### config.mk
export PLATFORM = sky130hd
export DESIGN_NAME = encoder_acceleration_cc
export DESIGN_NICKNAME = d
export VERILOG_FILES = /design/src/rtl/eac_pkg.sv /design/src/rtl/encoder_acceleration_cc.sv /design/src/rtl/eac_front.sv /design/src/rtl/eac_div.sv /design/src/rtl/eac_back.sv
export SDC_FILE = /design/constraint.sdc
export NUM_CORES = 1
export LEC_CHECK = 0
export BUFFER_PORTS_ARGS = -buffer_cell sky130_fd_sc_hd__buf_2
export CAP_MARGIN = 20
export CORE_ASPECT_RATIO = 1.4
export CORE_UTILIZATION = 60
export DETAILED_ROUTE_END_ITERATION = 16
export HOLD_SLACK_MARGIN = 0.1
export MAX_ROUTING_LAYER = met4
export PLACE_DENSITY = 0.77
export SETUP_SLACK_MARGIN = 0.15
export SLEW_MARGIN = 20
export SYNTH_ARGS = -nofsm -noshare
export SYNTH_HDL_FRONTEND = slang
export SYNTH_SLANG_ARGS = --single-unit
export TNS_END_PERCENT = 10
### constraint.sdc
create_clock -name clk -period 8.8 [get_ports clk]
set_clock_uncertainty 0.2 [all_clocks]
set_input_delay 0.44 -clock clk [delete_from_list [all_inputs] [get_ports clk]]
set_output_delay 0.44 -clock clk [all_outputs]
set_load 0.03 [all_outputs]
### src/rtl/eac_pkg.sv
// ----------------------------------------------------------------------------
// Encoder acceleration package
// Shared types and constants for the encoder acceleration block.
// ----------------------------------------------------------------------------
package eac_pkg;

	localparam int IDX_W       = 2;
	localparam int DELTA_W     = 5;
	localparam int TIME_W      = 32;
	localparam int POS_W       = 16;
	localparam int CC_W        = 7;
	localparam int CN_W        = 3;
	localparam int CH_W        = 5;
	localparam int GAIN_W      = 8;
	localparam int CUT_W       = 16;
	localparam int CFG_IDX_W   = 2;
	localparam int CFG_DATA_W  = 16;
	localparam int DIVIDEND_W  = 24;
	localparam int DIVISOR_W   = 16;

	localparam logic [CC_W-1:0] CC_MAX = 7'd127;

	localparam logic [GAIN_W-1:0] GAIN_RST    = 8'd10;
	localparam logic [CUT_W-1:0]  SLOW_RST    = 16'd200;
	localparam logic [CUT_W-1:0]  FAST_RST    = 16'd5;
	localparam logic [CH_W-1:0]   CHANNEL_RST = 5'd1;

	localparam logic [CFG_IDX_W-1:0] REG_MAX_GAIN     = 2'd0;
	localparam logic [CFG_IDX_W-1:0] REG_SLOW_CUTOFF  = 2'd1;
	localparam logic [CFG_IDX_W-1:0] REG_FAST_CUTOFF  = 2'd2;
	localparam logic [CFG_IDX_W-1:0] REG_MIDI_CHANNEL = 2'd3;

	typedef struct packed {
		logic [IDX_W-1:0]          encoder_index;
		logic signed [DELTA_W-1:0] step_delta;
		logic [TIME_W-1:0]         now_ms;
	} item_t;

	typedef struct packed {
		logic [GAIN_W-1:0] max_gain;
		logic [CUT_W-1:0]  slow_cutoff_ms;
		logic [CUT_W-1:0]  fast_cutoff_ms;
		logic [CH_W-1:0]   midi_channel;
	} cfg_t;

endpackage

### src/rtl/encoder_acceleration_cc.sv
// ----------------------------------------------------------------------------
// Encoder acceleration controller
// Turns encoder steps into accelerated, clamped controller values.
// ----------------------------------------------------------------------------
// Usage:
// The input channel (in_valid, in_stall) carries an encoder index, a signed
// step and a millisecond timestamp; a transfer happens when in_valid is high
// and in_stall is low. A two-entry queue sits behind the input, and steps for
// encoders at or above NUM_ENCODERS are dropped there.
// A queued step ends in S_LOAD when its new position equals the last
// reported value; otherwise it goes through S_MUL, S_DIV when acceleration
// applies, and S_FIN, where it produces one result transfer on
// (out_valid, out_stall), held in an output register.
// While the receiver stalls, the output register holds its result and the
// back end waits with the next result; the queue keeps taking input until
// it is full.
// The user writes registers on (cfg_valid, cfg_ready) only while the block is
// idle, which the block does not enforce; cfg_ready is always high. Reset
// clears all encoder state and loads the default gain, cutoffs and channel.
// ----------------------------------------------------------------------------
module encoder_acceleration_cc #(
	parameter int NUM_ENCODERS = 4
) (
	input  logic                                 clk,
	input  logic                                 arst_n,
	input  logic                                 in_valid,
	output logic                                 in_stall,
	input  logic [eac_pkg::IDX_W-1:0]            encoder_index,
	input  logic signed [eac_pkg::DELTA_W-1:0]   step_delta,
	input  logic [eac_pkg::TIME_W-1:0]           now_ms,
	output logic                                 out_valid,
	input  logic                                 out_stall,
	output logic [eac_pkg::CN_W-1:0]             controller_number,
	output logic [eac_pkg::CH_W-1:0]             channel,
	output logic [eac_pkg::CC_W-1:0]             cc_value,
	input  logic                                 cfg_valid,
	output logic                                 cfg_ready,
	input  logic [eac_pkg::CFG_IDX_W-1:0]        cfg_index,
	input  logic [eac_pkg::CFG_DATA_W-1:0]       cfg_data
);
	import eac_pkg::*;

	cfg_t  cfg_q;
	item_t in_item;
	item_t q_item;
	logic  q_valid;
	logic  q_ready;

	assign cfg_ready = 1'b1;

	always_ff @(posedge clk or negedge arst_n) begin
		if (!arst_n) begin
			cfg_q.max_gain       <= GAIN_RST;
			cfg_q.slow_cutoff_ms <= SLOW_RST;
			cfg_q.fast_cutoff_ms <= FAST_RST;
			cfg_q.midi_channel   <= CHANNEL_RST;
		end else if (cfg_valid && cfg_ready) begin
			case (cfg_index)
				REG_MAX_GAIN:     cfg_q.max_gain       <= cfg_data[GAIN_W-1:0];
				REG_SLOW_CUTOFF:  cfg_q.slow_cutoff_ms <= cfg_data[CUT_W-1:0];
				REG_FAST_CUTOFF:  cfg_q.fast_cutoff_ms <= cfg_data[CUT_W-1:0];
				REG_MIDI_CHANNEL: cfg_q.midi_channel   <= cfg_data[CH_W-1:0];
				default: begin
				end
			endcase
		end
	end

	assign in_item.encoder_index = encoder_index;
	assign in_item.step_delta    = step_delta;
	assign in_item.now_ms        = now_ms;

	eac_front #(
		.NUM_ENCODERS (NUM_ENCODERS)
	) u_front (
		.clk      (clk),
		.arst_n   (arst_n),
		.in_valid (in_valid),
		.in_stall (in_stall),
		.in_item  (in_item),
		.q_valid  (q_valid),
		.q_ready  (q_ready),
		.q_item   (q_item)
	);

	eac_back #(
		.NUM_ENCODERS (NUM_ENCODERS)
	) u_back (
		.clk               (clk),
		.arst_n            (arst_n),
		.q_valid           (q_valid),
		.q_ready           (q_ready),
		.q_item            (q_item),
		.cfg               (cfg_q),
		.out_valid         (out_valid),
		.out_stall         (out_stall),
		.controller_number (controller_number),
		.channel           (channel),
		.cc_value          (cc_value)
	);

endmodule

### src/rtl/eac_front.sv
// ----------------------------------------------------------------------------
// Encoder acceleration front end
// Accepts input transfers, drops those for absent encoders and queues the rest.
// ----------------------------------------------------------------------------
module eac_front #(
	parameter int NUM_ENCODERS = 4
) (
	input  logic          clk,
	input  logic          arst_n,
	input  logic          in_valid,
	output logic          in_stall,
	input  eac_pkg::item_t in_item,
	output logic          q_valid,
	input  logic          q_ready,
	output eac_pkg::item_t q_item
);
	import eac_pkg::*;

	localparam logic [6:0] NUM_LIM = 7'(NUM_ENCODERS);

	item_t      mem_q [2];
	logic       wr_ptr_q;
	logic       rd_ptr_q;
	logic [1:0] count_q;
	logic       push;
	logic       pop;

	assign in_stall = (count_q == 2'd2);
	assign push     = in_valid && !in_stall && ({5'd0, in_item.encoder_index} < NUM_LIM);
	assign q_valid  = (count_q != 2'd0);
	assign pop      = q_valid && q_ready;
	assign q_item   = mem_q[rd_ptr_q];

	always_ff @(posedge clk) begin
		if (push) begin
			mem_q[wr_ptr_q] <= in_item;
		end
	end

	always_ff @(posedge clk or negedge arst_n) begin
		if (!arst_n) begin
			wr_ptr_q <= 1'b0;
			rd_ptr_q <= 1'b0;
			count_q  <= 2'd0;
		end else begin
			if (push) begin
				wr_ptr_q <= !wr_ptr_q;
			end
			if (pop) begin
				rd_ptr_q <= !rd_ptr_q;
			end
			if (push && !pop) begin
				count_q <= count_q + 2'd1;
			end else if (pop && !push) begin
				count_q <= count_q - 2'd1;
			end
		end
	end

endmodule

### src/rtl/eac_div.sv
// ----------------------------------------------------------------------------
// Encoder acceleration divider
// Restoring unsigned divider that produces one quotient bit per cycle.
// ----------------------------------------------------------------------------
module eac_div (
	input  logic                              clk,
	input  logic                              arst_n,
	input  logic                              start,
	input  logic [eac_pkg::DIVIDEND_W-1:0]    dividend,
	input  logic [eac_pkg::DIVISOR_W-1:0]     divisor,
	output logic                              done,
	output logic [eac_pkg::DIVIDEND_W-1:0]    quotient
);
	import eac_pkg::*;

	logic [DIVIDEND_W-1:0] num_q;
	logic [DIVISOR_W-1:0]  rem_q;
	logic [DIVISOR_W-1:0]  div_q;
	logic [4:0]            cnt_q;
	logic                  busy_q;
	logic                  done_q;
	logic [DIVISOR_W:0]    shifted;
	logic                  fits;
	logic [DIVISOR_W:0]    diff;

	assign shifted  = {rem_q, num_q[DIVIDEND_W-1]};
	assign fits     = (shifted >= {1'b0, div_q});
	assign diff     = shifted - {1'b0, div_q};
	assign done     = done_q;
	assign quotient = num_q;

	always_ff @(posedge clk) begin
		if (start) begin
			num_q <= dividend;
			rem_q <= '0;
			div_q <= divisor;
		end else if (busy_q) begin
			num_q <= {num_q[DIVIDEND_W-2:0], fits};
			rem_q <= fits ? diff[DIVISOR_W-1:0] : shifted[DIVISOR_W-1:0];
		end
	end

	always_ff @(posedge clk or negedge arst_n) begin
		if (!arst_n) begin
			cnt_q  <= '0;
			busy_q <= 1'b0;
			done_q <= 1'b0;
		end else begin
			done_q <= 1'b0;
			if (start) begin
				cnt_q  <= 5'(DIVIDEND_W - 1);
				busy_q <= 1'b1;
			end else if (busy_q) begin
				cnt_q <= cnt_q - 5'd1;
				if (cnt_q == 5'd0) begin
					busy_q <= 1'b0;
					done_q <= 1'b1;
				end
			end
		end
	end

endmodule

### src/rtl/eac_back.sv
// ----------------------------------------------------------------------------
// Encoder acceleration back end
// Updates encoder state, applies the time-based acceleration and holds the
// result in an output register.
// ----------------------------------------------------------------------------
module eac_back #(
	parameter int NUM_ENCODERS = 4
) (
	input  logic                        clk,
	input  logic                        arst_n,
	input  logic                        q_valid,
	output logic                        q_ready,
	input  eac_pkg::item_t              q_item,
	input  eac_pkg::cfg_t               cfg,
	output logic                        out_valid,
	input  logic                        out_stall,
	output logic [eac_pkg::CN_W-1:0]    controller_number,
	output logic [eac_pkg::CH_W-1:0]    channel,
	output logic [eac_pkg::CC_W-1:0]    cc_value
);
	import eac_pkg::*;

	localparam int DEPTH = (NUM_ENCODERS < 4) ? NUM_ENCODERS : 4;
	localparam int SEL_W = (DEPTH > 1) ? $clog2(DEPTH) : 1;

	typedef enum logic [2:0] {S_IDLE, S_LOAD, S_MUL, S_DIV, S_FIN} state_t;

	state_t                   state_q;
	item_t                    item_q;
	logic signed [POS_W-1:0]  position_q [DEPTH];
	logic [CC_W-1:0]          last_value_q [DEPTH];
	logic [TIME_W-1:0]        last_time_q [DEPTH];
	logic signed [POS_W-1:0]  pos_q;
	logic signed [POS_W:0]    diff_q;
	logic [DIVISOR_W-1:0]     divisor_q;
	logic                     accel_q;
	logic                     neg_q;
	logic                     out_valid_q;
	logic [CN_W-1:0]          cn_q;
	logic [CH_W-1:0]          ch_q;
	logic [CC_W-1:0]          cc_q;

	logic [SEL_W-1:0]         sel;
	logic signed [POS_W-1:0]  cur_pos;
	logic [CC_W-1:0]          cur_last;
	logic signed [POS_W:0]    sum17;
	logic signed [POS_W-1:0]  sat_pos;
	logic [TIME_W-1:0]        elapsed;
	logic [CUT_W-1:0]         floor_t;
	logic signed [25:0]       prod;
	logic [25:0]              prod_mag;
	logic                     div_start;
	logic                     div_done;
	logic [DIVIDEND_W-1:0]    quo;
	logic signed [25:0]       q_signed;
	logic signed [25:0]       new_pos;
	logic [CC_W-1:0]          report;
	logic                     out_free;
	logic                     fin_fire;

	assign sel      = item_q.encoder_index[SEL_W-1:0];
	assign cur_pos  = position_q[sel];
	assign cur_last = last_value_q[sel];
	assign q_ready  = (state_q == S_IDLE);
	assign out_free = !out_valid_q || !out_stall;
	assign fin_fire = (state_q == S_FIN) && out_free;

	always_comb begin
		sum17 = {cur_pos[POS_W-1], cur_pos} + {{(POS_W-DELTA_W+1){item_q.step_delta[DELTA_W-1]}},
			item_q.step_delta};
		if (sum17 > 17'sd32767) begin
			sat_pos = 16'sh7fff;
		end else if (sum17 < -17'sd32768) begin
			sat_pos = -16'sh8000;
		end else begin
			sat_pos = sum17[POS_W-1:0];
		end
		elapsed = item_q.now_ms - last_time_q[sel];
		floor_t = (elapsed[CUT_W-1:0] < cfg.fast_cutoff_ms) ? cfg.fast_cutoff_ms
			: elapsed[CUT_W-1:0];
		if (floor_t == '0) begin
			floor_t = 16'd1;
		end
	end

	always_comb begin
		prod     = diff_q * $signed({1'b0, cfg.max_gain});
		prod_mag = prod[25] ? 26'(-prod) : 26'(prod);
	end

	assign div_start = (state_q == S_MUL) && accel_q;

	eac_div u_div (
		.clk      (clk),
		.arst_n   (arst_n),
		.start    (div_start),
		.dividend (prod_mag[DIVIDEND_W-1:0]),
		.divisor  (divisor_q),
		.done     (div_done),
		.quotient (quo)
	);

	always_comb begin
		if (!accel_q) begin
			q_signed = '0;
		end else if (neg_q) begin
			q_signed = -$signed({2'b00, quo});
		end else begin
			q_signed = $signed({2'b00, quo});
		end
		new_pos = {{(26-POS_W){pos_q[POS_W-1]}}, pos_q} + q_signed;
		if (new_pos < 26'sd0) begin
			report = '0;
		end else if (new_pos > 26'sd127) begin
			report = CC_MAX;
		end else begin
			report = new_pos[CC_W-1:0];
		end
	end

	always_ff @(posedge clk) begin
		case (state_q)
			S_IDLE: begin
				if (q_valid) begin
					item_q <= q_item;
				end
			end
			S_LOAD: begin
				pos_q     <= sat_pos;
				diff_q    <= {sat_pos[POS_W-1], sat_pos} - {10'd0, cur_last};
				accel_q   <= (elapsed < {16'd0, cfg.slow_cutoff_ms});
				divisor_q <= floor_t;
			end
			S_MUL: begin
				neg_q <= prod[25];
			end
			default: begin
			end
		endcase
	end

	always_ff @(posedge clk or negedge arst_n) begin
		if (!arst_n) begin
			state_q     <= S_IDLE;
			out_valid_q <= 1'b0;
			cn_q        <= '0;
			ch_q        <= '0;
			cc_q        <= '0;
			for (int i = 0; i < DEPTH; i++) begin
				position_q[i]   <= '0;
				last_value_q[i] <= '0;
				last_time_q[i]  <= '0;
			end
		end else begin
			if (fin_fire) begin
				out_valid_q <= 1'b1;
			end else if (out_valid_q && !out_stall) begin
				out_valid_q <= 1'b0;
			end
			case (state_q)
				S_IDLE: begin
					if (q_valid) begin
						state_q <= S_LOAD;
					end
				end
				S_LOAD: begin
					position_q[sel] <= sat_pos;
					if (sat_pos == $signed({9'd0, cur_last})) begin
						state_q <= S_IDLE;
					end else begin
						state_q <= S_MUL;
					end
				end
				S_MUL: begin
					state_q <= accel_q ? S_DIV : S_FIN;
				end
				S_DIV: begin
					if (div_done) begin
						state_q <= S_FIN;
					end
				end
				S_FIN: begin
					if (out_free) begin
						if (accel_q) begin
							position_q[sel] <= $signed({9'd0, report});
						end
						last_value_q[sel] <= report;
						last_time_q[sel]  <= item_q.now_ms;
						cn_q              <= {1'b0, item_q.encoder_index} + 3'd1;
						ch_q              <= cfg.midi_channel;
						cc_q              <= report;
						state_q           <= S_IDLE;
					end
				end
				default: begin
					state_q <= S_IDLE;
				end
			endcase
		end
	end

	assign out_valid         = out_valid_q;
	assign controller_number = cn_q;
	assign channel           = ch_q;
	assign cc_value          = cc_q;

endmodule
==> results.md, run 1 <==
* Status: finished, final reports clean
* Die area at 55200 µm²
* Root Buffer: clkbuf_16
* Minimum clock period at around 6.8 ns
* Worst EP arrival at around 7 ns
* Seq/Total Area, Yosys at a little over two fifths
* Clock sinks at between 500 and 600
* CTS tree: yes
* H-tree depth at 2
* Crit. End Element: flop
* Max-cap violation count at 0
* Postcts setup bufs at 0
* Routed WL at roughly 79000 µm
* Vias at 23015
* Met3 wire length at slightly above 3000 µm
* Post-Route M1 WL at slightly above 30000 µm
* Max Buffers Root-to-Sink at 3
* # IOs at 80
* Drt first pass iters at 5
* Startpoint Class: flop
* Synth top area cells: dfrtp_1 22%, edfxtp_1 19%, mux2_2 8.1%
* Yosys warning count at 0
* Highest metal used: met4
* Post-DP HPWL at roughly 58000 µm
* Vias in the first global route at around 24000
* Reg clk slew, reported paths at about 0.07 ns
* Yosys reg bits at about 520
* Most frequent cells in the layout: 291 x inv_1, 286 x dfrtp_1, 282 x nand2_1, 234 x mux2_2, 208 x edfxtp_1
* Synth Instances at a little under 3000
* DR WL met2 at 41400 µm
* Synthesized area per cell at ~11 µm²
* Clk_lat worst skew at 0.61 ns
* Port bufs at 78
* Fin. Hold Viols at 0
* Crit Path Category: flop to flop
* Routed wire per std cell at between 20 and 25 µm
* Via density at ~6.0
* Core area at 53400 µm²
* TNS Setup at 0 ns
* Commonest register cell after synthesis: dfrtp_1
* Ant diodes at 0
* Synthesized net count at 3306
* Area growth from synthesis to layout at 10.5%
* Die width at 199 µm
* Initial core utilization at between 60% and 70%
* Post-synth top area share at between 20 and 25%
* Largest net degree at the start of global routing at 124
* CTS Buf Count at 49
* Slew Viols, Final at 0
* Yosys cell types at 85
* Starting DRT DRC Count at ~1500
* Global-route wire length before repair at 127000 µm
* Fmax at around 150 MHz
* Total gr overflow at 0
* Post-Syn Area at between 30000 and 40000 µm²
* Finish-stage setup viols at 0
* Fin crit share at about 78%
* Nets at 3415
* Maximum fanout along the worst path at 19
* RSZ-0062 raised after global routing: no
* Total GRT Usage at a little under a third
* Share of flip-flops with an asynchronous set or reset at between 50% and 60%
* Initial antenna violation count at 1
* Hold Path Class: flop to flop
* Layout cells sized above 1 at between 10% and 20%
* Post-route DRC at 0
* Required @ worst endpoint at 8.95 ns
* GPL Wtd Cong at a little over 1
* Leading area contributor after synthesis: dfrtp_1
* Least-Margin Pin Slew at between 1 and 1.5 ns
* Post-DRT Antenna Nets at 0
* Commonest non-fill, non-tap cell in the layout: inv_1
* Rows at 100
* EDFF count, synth at between 200 and 250
* Die Y at 278 µm
* Worst rel slew slack at approximately 21%
## registers in the layout, indices dropped and copies added (netlist names), 7 cells and up
| signal | cells |
|---|---|
| u_back.position_q | 64 |
| cfg_q | 45 |
| u_back.u_div.rem_q | 16 |
| u_back.cc_value | 7 |
| u_back.divisor_q | 16 |
| u_front.mem_q | 78 |
| u_back.u_div.div_q | 16 |
| u_back.u_div.quotient | 24 |
| u_back.last_value_q | 28 |
| u_back.pos_q | 16 |
| u_back.last_time_q | 128 |
| u_back.item_q | 37 |
| u_back.diff_q | 17 |
## timing repair
item,in CTS,in global routing
gates resized for setup,0,0
hold endpoints to repair,240,0
hold buffers,58,0
## stage by stage
step	hold WS (ns)	setup slack [ns]	cells	utilization (%)	area [µm²]
after floorplan	-0.0556	2.33	2946	-	32600
after global placement	0.203	1.96	3659	63.0	33700
after detailed placement	0.205	1.89	3660	63.1	33700
after CTS	0.210	1.91	3810	67.3	36000
after global routing	0.220	1.41	3810	67.3	36000
final	0.211	1.95	3810	67.3	36000
## cell usage after synthesis (all sizes together) (8+ instances only)
cell type and count:
mux2i 10, a21o 43, fa 113, a21boi 11
and3 21, or2 10, nand3b 9, nand2b 25
nand3 31, nor3b 9, or3 13, o21a 29
edfxtp 208, and2 118, nor4 13, dfstp 8
mux4 55, ha 185, dfrtp 287, or4 11
clkbuf 74, inv 292, o31ai 20, nor2b 20
o211ai 16, xor2 44, dfxtp 16, a31oi 24
nor3 27, nand2 286, o21ai 184, a211oi 17
buf 29, a21oi 111, nor2 94, nand4 21
xnor2 102, mux2 234, a22o 28
## path summary, 6_finish.rpt
kind | startpoint | to | slack (ns) | cells past startpoint
max | cfg_q[42] | u_back.u_div.quotient[8] | 1.95 | 22
min | u_back.divisor_q[2] | u_back.u_div.div_q[2] | 0.21 | 0
min in group asynchronous | arst_n | cfg_q[11] | 0.41 | 2
min reg2reg | u_back.divisor_q[2] | u_back.u_div.div_q[2] | 0.21 | 0
max in group asynchronous | arst_n | u_front.rd_ptr_q | 5.97 | 4
max reg2reg | cfg_q[42] | u_back.u_div.quotient[8] | 1.95 | 22
## critical path: stages (launching register included)
cell      delay, ns
dfrtp_1        0.74
nand2_1        0.16
fa_1           0.52
fa_1           0.49
inv_1          0.06
fa_1           0.53
inv_1          0.05
fa_1           0.53
inv_1          0.04
ha_1           0.33
a21oi_1        0.19
o211ai_1       0.21
a31oi_1        0.42
a221oi_1       0.24
a311o_1        0.44
a31o_2         0.26
a21o_1         0.20
xnor2_2        0.12
buf_4          0.27
inv_1          0.17
and2_1         0.18
xnor2_1        0.12
o21ai_0        0.08
## per-layer routing
layer | global-route usage [%] | up-vias
li1 | - | 10644
met1 | 34.5 | 11545
met2 | 53.5 | 603
met3 | 3.23 | 223
met4 | 13.9 | 0
met5 | - | -
## kinds of logic (layout without fill, tap and decap cells)
logic type | count (synthesis) | count (layout) | share of synthesized area [%]
simple gates | 714 | 714 | 10.8
compound gates | 569 | 569 | 11.4
flops | 519 | 519 | 42.9
buf+inv | 395 | 545 | 4.57
fa+ha+maj | 303 | 303 | 14.2
mux | 299 | 299 | 12.2
xor+xnor | 146 | 146 | 3.95
other cells | 1 | 1 | 0.0115
## area by class of cell
class | count | area, µm²
Timing Repair Buffer | 161 | 1190
Tap cell | 714 | 893
Sequential cell | 519 | 14000
Fill cell | 3929 | 17500
Clock buffer | 55 | 1280
Inverter | 292 | 1100
Multi-Input combinational cell | 2032 | 17100
Clock inverter | 37 | 388
Power of run 1 is left out: the tool's default activity adds up to more than one toggle a clock period on the data nets, which glitch-free logic cannot reach.
==> inputs of run 2 (changes only) <==
--- a/config.mk
+++ b/config.mk
@@ -5,6 +5,7 @@
 export SDC_FILE = /design/constraint.sdc
 export NUM_CORES = 1
 export LEC_CHECK = 0
+export ABC_AREA = 1
 export BUFFER_PORTS_ARGS = -buffer_cell sky130_fd_sc_hd__buf_2
 export CAP_MARGIN = 20
 export CORE_ASPECT_RATIO = 1.4
==> constraint.sdc (replaced) <==
create_clock -name clk -period 7.1 [get_ports clk]
set_clock_uncertainty 0.2 [all_clocks]
set_input_delay 0.355 -clock clk [delete_from_list [all_inputs] [get_ports clk]]
set_output_delay 0.355 -clock clk [all_outputs]
set_load 0.03 [all_outputs]
==> results.md, run 2 <==
* Clk_lat worst skew at 0.63 ns (+0.02 ns)
* Rows at 102 (+2.0%)
* Required @ worst endpoint at 7.21 ns (-1.74 ns)
* Post-DRT Antenna Nets at 0 (unchanged)
* Largest net degree at the start of global routing at 173 (+40%)
* Via density at 5.50 (-8.9%)
* Layout cells sized above 1 at 6.82% (-9.9 points)
* Root Buffer: clkbuf_16
* Placed Area at 34600 µm² (+2.7%)
* Worst EP arrival at 6.24 ns (-0.75 ns)
* Startpoint Class: flop
* Die area at 57000 µm² (+3.2%)
* Minimum clock period at 6.13 ns (-0.717 ns)
* Reg clk slew, reported paths at 0.07 ns (about the same)
* Port bufs at 78 (unchanged)
* Fillers at 4658 (+19%)
* Synth top cells by count: 1257 x nand2_1, 591 x inv_1, 402 x o21ai_0, 287 x dfrtp_1, 231 x a21oi_1
* Synthesized net count at 4554 (+38%)
* Maximum fanout along the worst path at 20 (+1)
* Area growth from synthesis to layout at 10.1%
* Least-Margin Pin Slew at 1.01 ns (-0.171 ns)
* Nets at 4627 (+35%)
* Crit. End Element: flop
* TNS Setup at 0 ns (unchanged)
* # IOs at 80 (unchanged)
* Largest Register: u_back.last_time_q
* Seq/Total Area, Yosys at 41.5% (-1.4 points)
* H-tree depth at 2 (unchanged)
* Drt first pass iters at 6 (+1)
* Most frequent cell after synthesis: nand2_1
* Global-route wire length before repair at 136000 µm (+7.0%)
* Hold depth at 3 (+3)
* Post-CTS Resized at 0 (unchanged)
* Worst r2r path cells at 22 (unchanged)
* Max FFs per register at 128 (unchanged)
* Fmax at 163 MHz (+12%)
* CTS tree: yes
* Leading area contributor after synthesis: dfrtp_1
* Post-synth top area share at 21.4% (-0.70 points)
* Crit Path Category: flop to flop
* EDFF count, synth at 208 (unchanged)
* Final instance area at 37000 µm² (+3.0%)
* Vias at 27722 (+20%)
* Post-DP HPWL at 60700 µm (+4.0%)
* Setup Slack @ Placement at 1.02 ns (-0.875 ns)
* Yosys warning count at 0 (unchanged)
* Slew Viols, Final at 0 (unchanged)
* Share of flip-flops with an asynchronous set or reset at 56.8% (unchanged)
* Yosys cell types at 70 (-18%)
* Max Buffers Root-to-Sink at 3 (unchanged)
* Fin crit share at 86.3% (+8.5 points)
* Initial core utilization at 60.7% (-0.24 points)
* Fin worst setup slack at 0.970 ns (-0.983 ns)
* Total gr overflow at 0 (unchanged)
* Fin. Hold Viols at 0 (unchanged)
* GPL Wtd Cong at 0.956 (-5.9%)
* Hold Path Class: input pin to flop
* Finish-stage setup viols at 0 (unchanged)
* Worst rel slew slack at 32.6% (+12 points)
* Commonest register cell after synthesis: dfrtp_1
* Most frequent cells in the layout: 1257 x nand2_1, 589 x inv_1, 402 x o21ai_0, 287 x dfrtp_1, 231 x a21oi_1
* Die width at 202 µm (+1.6%)
* Vias in the first global route at 26982 (+11%)
* Routed wire per std cell at 16.8 µm (-19%)
* Routed WL at 84600 µm (+7.4%)
* Ant diodes at 0 (unchanged)
* Initial antenna violation count at 0 (-1)
* Post-Syn Area at 33600 µm² (+3.3%)
* Synthesized area per cell at 8.01 µm² (-27%)
* Starting DRT DRC Count at 1894 (+30%)
* Postcts setup bufs at 0 (unchanged)
* Total GRT Usage at 30.9% (+0.50 points)
* Yosys reg bits at 519 (unchanged)
* Post-route DRC at 0 (unchanged)
* Die Y at 282 µm (+1.6%)
* Largest regs: u_back.last_time_q: 128 flops, u_front.mem_q: 78 flops, u_back.position_q: 64 flops
* RSZ-0062 raised after global routing: no
* Synth Instances at 4194 (+42%)
* Clock sinks at 519 (unchanged)
* CTS Buf Count at 51 (+4.1%)
* Commonest non-fill, non-tap cell in the layout: nand2_1
* Synth top area cells: dfrtp_1 21%, edfxtp_1 19%, nand2_1 14%
* Max-cap violation count at 0 (unchanged)
* Status: finished, final reports clean
* Core area at 55400 µm² (+3.7%)
run 2: changes by cell type after synthesis, sizes merged, moves of 92 or more:
cell	before	now
and2	118	4
inv	292	608
o21ai	184	422
mux2	234	0
nand2	286	1297
nand3	31	123
nor2	94	236
a21oi	111	235
run 2: kinds of logic after synthesis:
kind of cell,Yosys count,synth area share (%)
other,1,0.0112
AO/OA/AOI/OAI,747,11.9
XOR/XNOR,108,2.86
buffers and inverters,757,8.55
adder cells (fa/ha/maj),298,13.6
AND/OR/NAND/NOR,1764,21.5
flip-flops,519,41.5
run 2: critical path: stages, from the launching register on:
cell,delay [ns]
dfrtp_1,0.70
nand2_1,0.27
fa_1,0.59
inv_1,0.16
fa_1,0.58
inv_1,0.12
fa_1,0.56
inv_1,0.06
fa_1,0.48
ha_1,0.34
a21o_1,0.18
inv_1,0.05
nor2_1,0.03
a211oi_1,0.19
o2111ai_1,0.17
xor2_1,0.17
buf_4,0.19
inv_2,0.28
nand2_1,0.17
nand2_1,0.10
nand2_1,0.05
nand3_1,0.07
o21ai_0,0.09
run 2: layout make-up:
class                      count  area, µm²  area share [%]
clock inverter                38        375            1.01
sequential                   519      14000            37.7
timing repair buffer         166       1320            3.57
inverter                     611       2300            6.20
tap                          728        911            2.46
clock buffer                  58       1350            3.63
multi-input combinational   2918      16800            45.4
run 2: metrics by stage:
step	hold slack (ns)	cells	util, %
global placement	0.140	4878	62.5
detailed placement	0.140	4878	62.5
floorplan	-0.141	4194	-
global route	0.202	5038	66.8
CTS	0.113	5035	66.7
finish	0.146	5038	66.8
run 2: layer usage:
metal	routed length [µm]	GRT usage (%)	vias to the layer above
met3	4250	3.88	194
met1	34000	36.2	13136
met4	3600	13.2	0
met5	0	-	-
li1	-	-	13600
met2	42800	53.5	792
run 2: repair_timing:
action / 4_1_cts / 5_1_grt
hold buffers: 61 / 0
hold endpoints to repair: 188 / 0
endpoints found under the setup margin: 0 / 0
run 2: final timing paths:
kind,start,endpoint,slack [ns]
worst max register to register,cfg_q[37],u_back.u_div.quotient[16],0.97
min in group asynchronous,arst_n,u_back.last_time_q[30],0.52
max in group asynchronous,arst_n,u_back.position_q[33],4.93
worst min register to register,u_back.divisor_q[1],u_back.u_div.div_q[1],0.22
worst min-delay path,cfg_index[0],cfg_q[0],0.15
worst max-delay path,cfg_q[37],u_back.u_div.quotient[16],0.97
Power of run 2 is left out for the same reason.
